<file path="src/rtl/core/scps_pkg.sv">
// Shared types, codes and phase tables for the stepper coil phase sequencer.
// No dependencies; used by every module under rtl/core.
`timescale 1ns / 1ps

package scps_pkg;

    localparam int CoilCount = 4;

    typedef logic [CoilCount-1:0] coil_t;

    // opcodes of an input item
    typedef enum logic [1:0] {
        OP_TICK  = 2'd0,
        OP_START = 2'd1,
        OP_STOP  = 2'd2,
        OP_NONE  = 2'd3
    } opcode_t;

    // configuration register indexes
    typedef enum logic [1:0] {
        REG_STEP_MODE   = 2'd0,
        REG_PHASE_DELAY = 2'd1,
        REG_START_DELAY = 2'd2,
        REG_UNUSED      = 2'd3
    } reg_index_t;

    typedef enum logic [1:0] {
        MODE_HALF = 2'd0,
        MODE_FULL = 2'd1,
        MODE_WAVE = 2'd2,
        MODE_BAD  = 2'd3
    } step_mode_t;

    typedef enum logic [2:0] {
        ST_IDLE     = 3'd0,
        ST_RUNNING  = 3'd1,
        ST_DONE     = 3'd2,
        ST_STOPPED  = 3'd3,
        ST_BADCOUNT = 3'd4,
        ST_BADMODE  = 3'd5
    } status_t;

    typedef enum logic [2:0] {
        STAGE_IDLE = 3'b001,
        STAGE_WAIT = 3'b010,
        STAGE_RUN  = 3'b100
    } stage_t;

    typedef struct packed {
        coil_t       coil;
        logic [2:0]  phase;
        logic [14:0] passes;
        logic [15:0] ticks;
        stage_t      stage;
        logic        rev;
        status_t     status;
        step_mode_t  mode;
    } seq_state_t;

    typedef struct packed {
        step_mode_t  step_mode;
        logic [15:0] phase_delay;
        logic [15:0] start_delay;
    } seq_cfg_t;

    typedef struct packed {
        coil_t   coil;
        logic    busy;
        status_t status;
    } result_t;

    function automatic coil_t phase_pattern(input step_mode_t mode, input logic rev,
                                            input logic [2:0] idx);
        logic [2:0] i;
        coil_t      pat;
        begin
            i = (mode == MODE_HALF) ? idx : {1'b0, idx[1:0]};
            if (rev)
                i = (mode == MODE_HALF) ? (3'd7 - i) : (3'd3 - i);
            case (mode)
                MODE_HALF:
                begin
                    case (i)
                        3'd0: pat = 4'd1;
                        3'd1: pat = 4'd3;
                        3'd2: pat = 4'd2;
                        3'd3: pat = 4'd6;
                        3'd4: pat = 4'd4;
                        3'd5: pat = 4'd12;
                        3'd6: pat = 4'd8;
                        default: pat = 4'd9;
                    endcase
                end
                MODE_FULL:
                begin
                    case (i[1:0])
                        2'd0: pat = 4'd3;
                        2'd1: pat = 4'd6;
                        2'd2: pat = 4'd12;
                        default: pat = 4'd9;
                    endcase
                end
                default:
                begin
                    case (i[1:0])
                        2'd0: pat = 4'd1;
                        2'd1: pat = 4'd2;
                        2'd2: pat = 4'd4;
                        default: pat = 4'd8;
                    endcase
                end
            endcase
            return pat;
        end
    endfunction

endpackage

</file>
<file path="src/rtl/core/scps_next_state.sv">
// Next-state logic for one item: start, tick and stop handling.
// Depends on scps_pkg.
`timescale 1ns / 1ps

module scps_next_state (
    input  scps_pkg::seq_state_t cur,
    input  scps_pkg::seq_cfg_t   cfg,
    input  scps_pkg::opcode_t    opcode,
    input  logic signed [15:0]   step_count,
    input  logic                 counter_clockwise,
    output scps_pkg::seq_state_t nxt
);

    logic [15:0] tick_inc;
    logic [15:0] hold;
    logic [3:0]  phase_inc;
    logic [3:0]  tab_len;
    logic [2:0]  phase_new;
    logic [14:0] passes_new;

    assign tick_inc  = cur.ticks + 16'd1;
    assign hold      = (cfg.phase_delay == 16'd0) ? 16'd1 : cfg.phase_delay;
    assign phase_inc = {1'b0, cur.phase} + 4'd1;
    assign tab_len   = (cur.mode == scps_pkg::MODE_HALF) ? 4'd8 : 4'd4;
    assign phase_new = (phase_inc >= tab_len) ? 3'd0 : phase_inc[2:0];
    assign passes_new = (phase_inc >= tab_len) ? (cur.passes - 15'd1) : cur.passes;

    always_comb
    begin
        nxt = cur;
        case (opcode)
            scps_pkg::OP_START:
            begin
                if (cur.stage == scps_pkg::STAGE_IDLE)
                begin
                    if (step_count[15])
                    begin
                        nxt.coil   = '0;
                        nxt.ticks  = '0;
                        nxt.phase  = '0;
                        nxt.status = scps_pkg::ST_BADCOUNT;
                    end
                    else if (cfg.step_mode == scps_pkg::MODE_BAD)
                    begin
                        nxt.coil   = '0;
                        nxt.ticks  = '0;
                        nxt.phase  = '0;
                        nxt.status = scps_pkg::ST_BADMODE;
                    end
                    else
                    begin
                        nxt.mode   = cfg.step_mode;
                        nxt.rev    = counter_clockwise;
                        nxt.passes = step_count[14:0];
                        nxt.phase  = '0;
                        nxt.ticks  = '0;
                        nxt.coil   = '0;
                        nxt.stage  = scps_pkg::STAGE_WAIT;
                        nxt.status = scps_pkg::ST_RUNNING;
                        // no start delay: first phase shows in this result, or a zero count finishes at once
                        if (cfg.start_delay == 16'd0)
                        begin
                            if (step_count[14:0] == 15'd0)
                            begin
                                nxt.stage  = scps_pkg::STAGE_IDLE;
                                nxt.status = scps_pkg::ST_DONE;
                            end
                            else
                            begin
                                nxt.stage = scps_pkg::STAGE_RUN;
                                nxt.coil  = scps_pkg::phase_pattern(cfg.step_mode,
                                                counter_clockwise, 3'd0);
                            end
                        end
                    end
                end
            end
            scps_pkg::OP_STOP:
            begin
                nxt.coil = '0;
                if (cur.stage != scps_pkg::STAGE_IDLE)
                begin
                    nxt.stage  = scps_pkg::STAGE_IDLE;
                    nxt.ticks  = '0;
                    nxt.phase  = '0;
                    nxt.status = scps_pkg::ST_STOPPED;
                end
            end
            scps_pkg::OP_TICK:
            begin
                if (cur.stage == scps_pkg::STAGE_WAIT)
                begin
                    nxt.ticks = tick_inc;
                    if (tick_inc >= cfg.start_delay)
                    begin
                        nxt.ticks = '0;
                        nxt.phase = '0;
                        if (cur.passes == 15'd0)
                        begin
                            nxt.coil   = '0;
                            nxt.stage  = scps_pkg::STAGE_IDLE;
                            nxt.status = scps_pkg::ST_DONE;
                        end
                        else
                        begin
                            nxt.coil   = scps_pkg::phase_pattern(cur.mode, cur.rev, 3'd0);
                            nxt.stage  = scps_pkg::STAGE_RUN;
                            nxt.status = scps_pkg::ST_RUNNING;
                        end
                    end
                end
                else if (cur.stage == scps_pkg::STAGE_RUN)
                begin
                    nxt.ticks = tick_inc;
                    if (tick_inc >= hold)
                    begin
                        nxt.ticks  = '0;
                        nxt.phase  = phase_new;
                        nxt.passes = passes_new;
                        if (phase_new == 3'd0 && passes_new == 15'd0)
                        begin
                            nxt.coil   = '0;
                            nxt.stage  = scps_pkg::STAGE_IDLE;
                            nxt.status = scps_pkg::ST_DONE;
                        end
                        else
                        begin
                            nxt.coil = scps_pkg::phase_pattern(cur.mode, cur.rev, phase_new);
                        end
                    end
                end
            end
            default:
            begin
                nxt = cur;
            end
        endcase
    end

endmodule

</file>
<file path="src/rtl/core/scps_out_buf.sv">
// Two-entry output buffer for result items; keeps input accepting while
// one result waits. Depends on scps_pkg.
`timescale 1ns / 1ps

module scps_out_buf (
    input  logic              clk,
    input  logic              rst_n,
    input  logic              push,
    input  scps_pkg::result_t push_data,
    output logic              full,
    output logic              out_valid,
    input  logic              out_ready,
    output scps_pkg::result_t out_data
);

    scps_pkg::result_t slot0_reg, slot0_next;
    scps_pkg::result_t slot1_reg, slot1_next;
    logic [1:0]        count_reg, count_next;
    logic              pop;

    assign pop       = out_valid && out_ready;
    assign out_valid = (count_reg != 2'd0);
    assign full      = (count_reg == 2'd2);
    assign out_data  = slot0_reg;

    always_comb
    begin
        slot0_next = slot0_reg;
        slot1_next = slot1_reg;
        count_next = count_reg;
        if (push && !pop)
        begin
            if (count_reg == 2'd0)
                slot0_next = push_data;
            else
                slot1_next = push_data;
            count_next = count_reg + 2'd1;
        end
        else if (pop && !push)
        begin
            slot0_next = slot1_reg;
            count_next = count_reg - 2'd1;
        end
        else if (pop && push)
        begin
            if (count_reg == 2'd1)
                slot0_next = push_data;
            else
            begin
                slot0_next = slot1_reg;
                slot1_next = push_data;
            end
        end
    end

    always_ff @(posedge clk or negedge rst_n)
    begin
        if (!rst_n)
            count_reg <= 2'd0;
        else
            count_reg <= count_next;
    end

    always_ff @(posedge clk)
    begin
        slot0_reg <= slot0_next;
        slot1_reg <= slot1_next;
    end

endmodule

</file>
<file path="src/rtl/core/stepper_coil_phase_sequencer.sv">
// Top level of the stepper coil phase sequencer: config registers, sequencer
// state and result buffer. Depends on scps_pkg, scps_next_state, scps_out_buf.
//
//   channel  signals                                   direction
//   in       in_valid/in_ready, opcode, step_count,    into block
//            counter_clockwise
//   cfg      cfg_valid/cfg_ready, cfg_index, cfg_data  into block
//   out      out_valid/out_ready, coil_drive,          out of block
//            busy_res, status
//
// One item per cycle while in_ready is high; each result is registered into
// the result buffer as its item is accepted. Reset clears the sequencer state
// to idle with coils low. The two-entry result buffer lets one result wait
// while the next item is taken; in_ready drops only when both entries are held.
`timescale 1ns / 1ps

module stepper_coil_phase_sequencer (
    input  logic               clk,
    input  logic               rst_n,
    input  logic               in_valid,
    output logic               in_ready,
    input  logic [1:0]         opcode,
    input  logic signed [15:0] step_count,
    input  logic               counter_clockwise,
    input  logic               cfg_valid,
    output logic               cfg_ready,
    input  logic [1:0]         cfg_index,
    input  logic [15:0]        cfg_data,
    output logic               out_valid,
    input  logic               out_ready,
    output logic [3:0]         coil_drive,
    output logic               busy_res,
    output logic [2:0]         status
);

    scps_pkg::seq_state_t state_reg, state_next;
    scps_pkg::seq_cfg_t   cfg_reg, cfg_next;
    scps_pkg::result_t    res_push, res_out;
    logic                 buf_full;
    logic                 accept;

    assign cfg_ready = 1'b1;
    assign in_ready  = !buf_full;
    assign accept    = in_valid && in_ready;

    always_comb
    begin
        cfg_next = cfg_reg;
        if (cfg_valid)
        begin
            case (scps_pkg::reg_index_t'(cfg_index))
                scps_pkg::REG_STEP_MODE:   cfg_next.step_mode = scps_pkg::step_mode_t'(cfg_data[1:0]);
                scps_pkg::REG_PHASE_DELAY: cfg_next.phase_delay = cfg_data;
                scps_pkg::REG_START_DELAY: cfg_next.start_delay = cfg_data;
                default:                   cfg_next = cfg_reg;
            endcase
        end
    end

    scps_next_state u_next (
        .cur               (state_reg),
        .cfg               (cfg_reg),
        .opcode            (scps_pkg::opcode_t'(opcode)),
        .step_count        (step_count),
        .counter_clockwise (counter_clockwise),
        .nxt               (state_next)
    );

    assign res_push.coil   = state_next.coil;
    assign res_push.busy   = (state_next.stage != scps_pkg::STAGE_IDLE);
    assign res_push.status = state_next.status;

    always_ff @(posedge clk or negedge rst_n)
    begin
        if (!rst_n)
        begin
            cfg_reg.step_mode   <= scps_pkg::MODE_HALF;
            cfg_reg.phase_delay <= 16'd1;
            cfg_reg.start_delay <= 16'd0;
            state_reg.coil      <= '0;
            state_reg.phase     <= '0;
            state_reg.passes    <= '0;
            state_reg.ticks     <= '0;
            state_reg.stage     <= scps_pkg::STAGE_IDLE;
            state_reg.rev       <= 1'b0;
            state_reg.status    <= scps_pkg::ST_IDLE;
            state_reg.mode      <= scps_pkg::MODE_HALF;
        end
        else
        begin
            cfg_reg <= cfg_next;
            if (accept)
                state_reg <= state_next;
        end
    end

    scps_out_buf u_out_buf (
        .clk       (clk),
        .rst_n     (rst_n),
        .push      (accept),
        .push_data (res_push),
        .full      (buf_full),
        .out_valid (out_valid),
        .out_ready (out_ready),
        .out_data  (res_out)
    );

    assign coil_drive = res_out.coil;
    assign busy_res   = res_out.busy;
    assign status     = res_out.status;

endmodule

</file>
<file path="config.mk">
export PLATFORM = sky130hd
export DESIGN_NAME = stepper_coil_phase_sequencer
export DESIGN_NICKNAME = d
export VERILOG_FILES = /design/src/rtl/core/scps_pkg.sv /design/src/rtl/core/scps_next_state.sv /design/src/rtl/core/scps_out_buf.sv /design/src/rtl/core/stepper_coil_phase_sequencer.sv
export SDC_FILE = /design/constraint.sdc
export NUM_CORES = 1
export LEC_CHECK = 0
export BUFFER_PORTS_ARGS = -buffer_cell sky130_fd_sc_hd__buf_2
export CORE_UTILIZATION = 30
export DETAILED_ROUTE_END_ITERATION = 10
export HOLD_SLACK_MARGIN = 0.12
export PLACE_DENSITY = 0.49
export SLEW_MARGIN = 5
export SYNTH_ARGS = -nofsm -noshare
export SYNTH_HDL_FRONTEND = slang
export SYNTH_SLANG_ARGS = --single-unit
</file>
<file path="constraint.sdc">
create_clock -name clk -period 5.2 [get_ports clk]
set_clock_uncertainty 0.2 [all_clocks]
set_input_delay 0.78 -clock clk [delete_from_list [all_inputs] [get_ports clk]]
set_output_delay 0.78 -clock clk [all_outputs]
set_load 0.01 [all_outputs]
</file>
==> out/qor.txt <==
Syn-to-layout area delta: 12.05%
Post-synthesis sequential area ratio: 0.3777
Synth Area in Compound Gates: 0.1935
Total count of hold-check failures in the final report: 0
Crit path capture type: flip-flop
Cell accounting for the most synthesized area: dfrtp_1
Post-Syn Instances: 735
Routed Antenna Nets: 0
Yosys warns: 0
Setup violation total in the final timing report: 0
Proportion of layout cells with a drive suffix above 1: 0.1826
Endpoint of the most critical register-to-register path: state_reg[19]$_DFFE_PN0P_
Clock edge transition at the registers on the reported setup and hold paths: 80 ps
Quantity of hold-fixing buffers added after cts: 0
Total placed cells including tap cells: 1,047
Nature of the critical path startpoint: flip-flop
Max FFs per register: 47
Num ports: 53
Fraction of synthesis flops using an asynchronous set or reset pin: 0.8384
Routed wire length: 18.09 mm
Simple-Gate Fraction of Synth Area: 0.1811
Via-per-instance ratio: 5.300
Share of power burned in the clock network: 0.239
Via count of the first global-routing pass: 5,424
Syn_area_per_cell: 9.221 sq um
Total negative setup slack: 0 ps
Count of state elements after synthesis: 99
Synth Cell Area: 6778 sq um
Largest cells by area after synthesis: dfrtp_1 (30%), ha_1 (8.9%), edfxtp_1 (7.1%)
Slew at the pin closest to its max-slew limit: 950.4 ps
Areal power density over the cells: 374.9 nW/um^2
Unrepaired setup endpoints after global routing: false
Highest cell delay on the worst timing path: 630 ps
Minimum clock period: 4633 ps
Lkg Pwr: 3.348 nW
Depth of the worst register-to-register path: 14
Design internal power: 1.760 mW
Net switching power: 1.087 mW
Maximum operating frequency: 215.9 MHz
Detailed placement HPWL: 13.71 mm
Critical-path cell with the highest stage delay: a211oi_1
Core area: 21,960 sq um
Net count after synthesis: 825
Launching instance or port of the critical path: state_reg[11]$_DFFE_PN0P_
Initial Utilization: 0.3087
Reg2reg start: state_reg[11]$_DFFE_PN0P_
Hold Path Class: primary input to async pin
Mux contribution to synthesized area: 0.07716
Area share of the leading cell type in the synthesized netlist: 0.2991
Primary FF master, synth: dfrtp_1
Final Total Pwr: 2.847 mW
DIE HEIGHT: 152.3 microns
Post-synthesis share of cell area spent on full adders, half adders and majority gates: 0.08861
Initial drt markers: 344
Post-route cell area: 7595 sq um
Via count of the routed design: 5,634
Count of antenna diodes in the layout: 0
Final Wtd Congestion: 0.8253
Quantity of gates resized following cts: 0
Worst Setup Path Type: flip-flop to flip-flop
Switching Share: 0.3818
Worst vdd rail ir drop: 0.1552 mV
Required time worst endpoint: 5280 ps
Violations in the final reports: design-rule violations
Clk Latency, worst-skew pair: 350 ps
CTS tree: yes
Run status: complete, but fails checks
Wire length of the first global-routing pass: 29.75 mm
Filler cell count: 2,256
Final non-filler cell total: 1,063
Congestion Overflow GR: 0
Fraction of power consumed by sequential logic: 0.408
CP cell instances: and3_1 > and3_1 > nand2_1 > or3_1 > xnor2_1 > ha_1 > nand3_1 > nor3_1 > a211oi_1 > a211oi_1 > nor4_1 > and2_1 > a21oi_1 > mux2i_1
All-Layer GR Usage: 0.1609
Crit path buffers/inverters: 0
Total number of cells along the worst setup path: 14
Kind of cell adding the most delay to the critical path: simple AND/OR/NAND/NOR gates
Crit path capture: state_reg[19]$_DFFE_PN0P_
Antenna violations before repair: 0
Slack of the worst reg-to-reg path: 570 ps
Total placed instance area: 7307 sq um
Number of buffers inserted during clock tree synthesis: 9
Routed len/inst: 17.02 microns
Number of H-tree levels: 3
Router iterations before antenna repair: 8
Period utilization: 0.8909
Parity-gate share of the synthesized area counting xor and xnor cells: 0.02714
DRC violations left: 4
Cell at the root of the clock tree: clkbuf_16
Num Clock Sinks: 99
Main combinational cell family by area after synthesis: compound AO/OA/AOI/OAI gates
Count of cell types in the netlist: 83
IO buf count: 51
Crit Path Max Fanout: 14
Layout Nets: 868
Largest net degree at the start of global routing: 47
Max Cap Viol: 0
Die span in x: 152.3 microns
Relative max-transition margin: 0.3581
Full die area: 23,200 sq um
Data arrival time of the critical path: 4720 ps
Number of enable-type register cells in the synthesized netlist: 16
Comb pwr share: 0.353
Max Slew Vio Count: 0
Maximum buffer depth of the clock tree: 2
# Post-CTS Setup Buffers: 0
Core Util, Final: 0.3459
Number of placement rows: 54
## power by group through the flow
stage | registers [mW] | clock network [mW] | logic (mW)
2_1_floorplan | 1.12 | 0 | 0.751
3_3_place_gp | 1.18 | 0 | 1.01
3_5_place_dp | 1.18 | 0 | 1.00
4_1_cts | 1.16 | 0.707 | 1.01
5_1_grt | 1.20 | 0.735 | 1.14
6_report | 1.16 | 0.681 | 1.00
## worst register-to-register path, stage by stage (launching register included)
cell and delay [ps]:
dfrtp_1 440, and3_1 200, and3_1 250, nand2_1 100, or3_1 370, xnor2_1 370, ha_1 310, nand3_1 110
nor3_1 60, a211oi_1 630, a211oi_1 300, nor4_1 420, and2_1 540, a21oi_1 140, mux2i_1 140
## how the worst min path moves through the flow
stage	start	to	slack, ps	cells past startpoint
2_1_floorplan	state_reg[39]$_DFFE_PN0P_	state_reg[39]$_DFFE_PN0P_	260	2
3_3_place_gp	u_out_buf.slot1_reg[2]$_DFFE_PP_	u_out_buf.out_data[2]$_DFFE_PP_	290	2
3_5_place_dp	u_out_buf.count_reg[0]$_DFFE_PN0P_	u_out_buf.count_reg[0]$_DFFE_PN0P_	300	1
4_1_cts	rst_n	cfg_reg[22]$_DFFE_PN0P_	210	1
5_1_grt	rst_n	cfg_reg[2]$_DFFE_PN0P_	230	1
6_report	rst_n	cfg_reg[22]$_DFFE_PN0P_	190	1
## through the flow
| stage | hold slack (ps) | worst slack (ps) |
|---|---|---|
| after floorplan | 262.7 | 1189 |
| after global placement | 293.6 | 633.8 |
| after detailed placement | 297.8 | 611.4 |
| after CTS | 210.4 | 589.5 |
| after global routing | 231.7 | 244.0 |
| final | 193.2 | 567.3 |
## layer usage
layer | track usage | up-vias | part of all wire | routed length [microns]
li1 | - | 2783 | - | -
met1 | 0.2355 | 2705 | 0.52 | 9341
met2 | 0.2480 | 135 | 0.43 | 7832
met3 | 0.02332 | 11 | 0.042 | 752
met4 | 0.03839 | 0 | 0.0091 | 165
met5 | 0 | - | 0 | 0
## cells in the final DEF (no fill, tap or decap), drive strengths merged, types with 5 or more instances in the layout
| cell type | instances |
|---|---|
| nand2 | 60 |
| a21o | 7 |
| o211ai | 7 |
| mux2 | 44 |
| nor4 | 13 |
| a22o | 13 |
| nand3 | 23 |
| ha | 48 |
| o21ai | 53 |
| and3 | 8 |
| o31ai | 5 |
| or4 | 9 |
| edfxtp | 16 |
| xor2 | 9 |
| a211oi | 7 |
| a21oi | 46 |
| clkbuf | 11 |
| o22ai | 7 |
| nand4 | 5 |
| xnor2 | 12 |
| or3 | 10 |
| buf | 60 |
| dfrtp | 81 |
| or2 | 6 |
| inv | 59 |
| nor3 | 19 |
| a31oi | 5 |
| nor2 | 57 |
| nand2b | 6 |
| and2 | 5 |
## logic make-up (layout without fill, tap and decap cells)
family,count (synthesis),in the layout
AND/OR/NAND/NOR,240,240
AO/OA/AOI/OAI,196,196
other,1,1
buffers and inverters,84,132
XOR/XNOR,21,21
adder cells (fa/ha/maj),48,48
flip-flops,99,99
multiplexers,46,46
## cell type report
class / instances / area, sq um / area share
clock buffer: 11 / 242.7 / 0.03196
clock inverter: 5 / 45.04 / 0.005931
inverter: 56 / 210.2 / 0.02768
multi-input combinational: 552 / 3861 / 0.5084
sequential: 99 / 2560 / 0.3371
tap: 280 / 350.3 / 0.04613
timing repair buffer: 60 / 325.3 / 0.04283
## synthesized netlist by cell type (9+ instances only)
| master | count |
|---|---|
| or3_1 | 10 |
| a22o_1 | 13 |
| edfxtp_1 | 16 |
| xnor2_1 | 12 |
| a21oi_1 | 45 |
| mux2_2 | 41 |
| dfrtp_1 | 81 |
| o21ai_1 | 31 |
| nor4_1 | 12 |
| inv_1 | 55 |
| xor2_1 | 9 |
| ha_1 | 48 |
| clkbuf_1 | 16 |
| o21ai_0 | 21 |
| nor3_1 | 19 |
| nand3_1 | 23 |
| nand2_1 | 60 |
| nor2_1 | 56 |
Power figures use the tool's default switching activity.
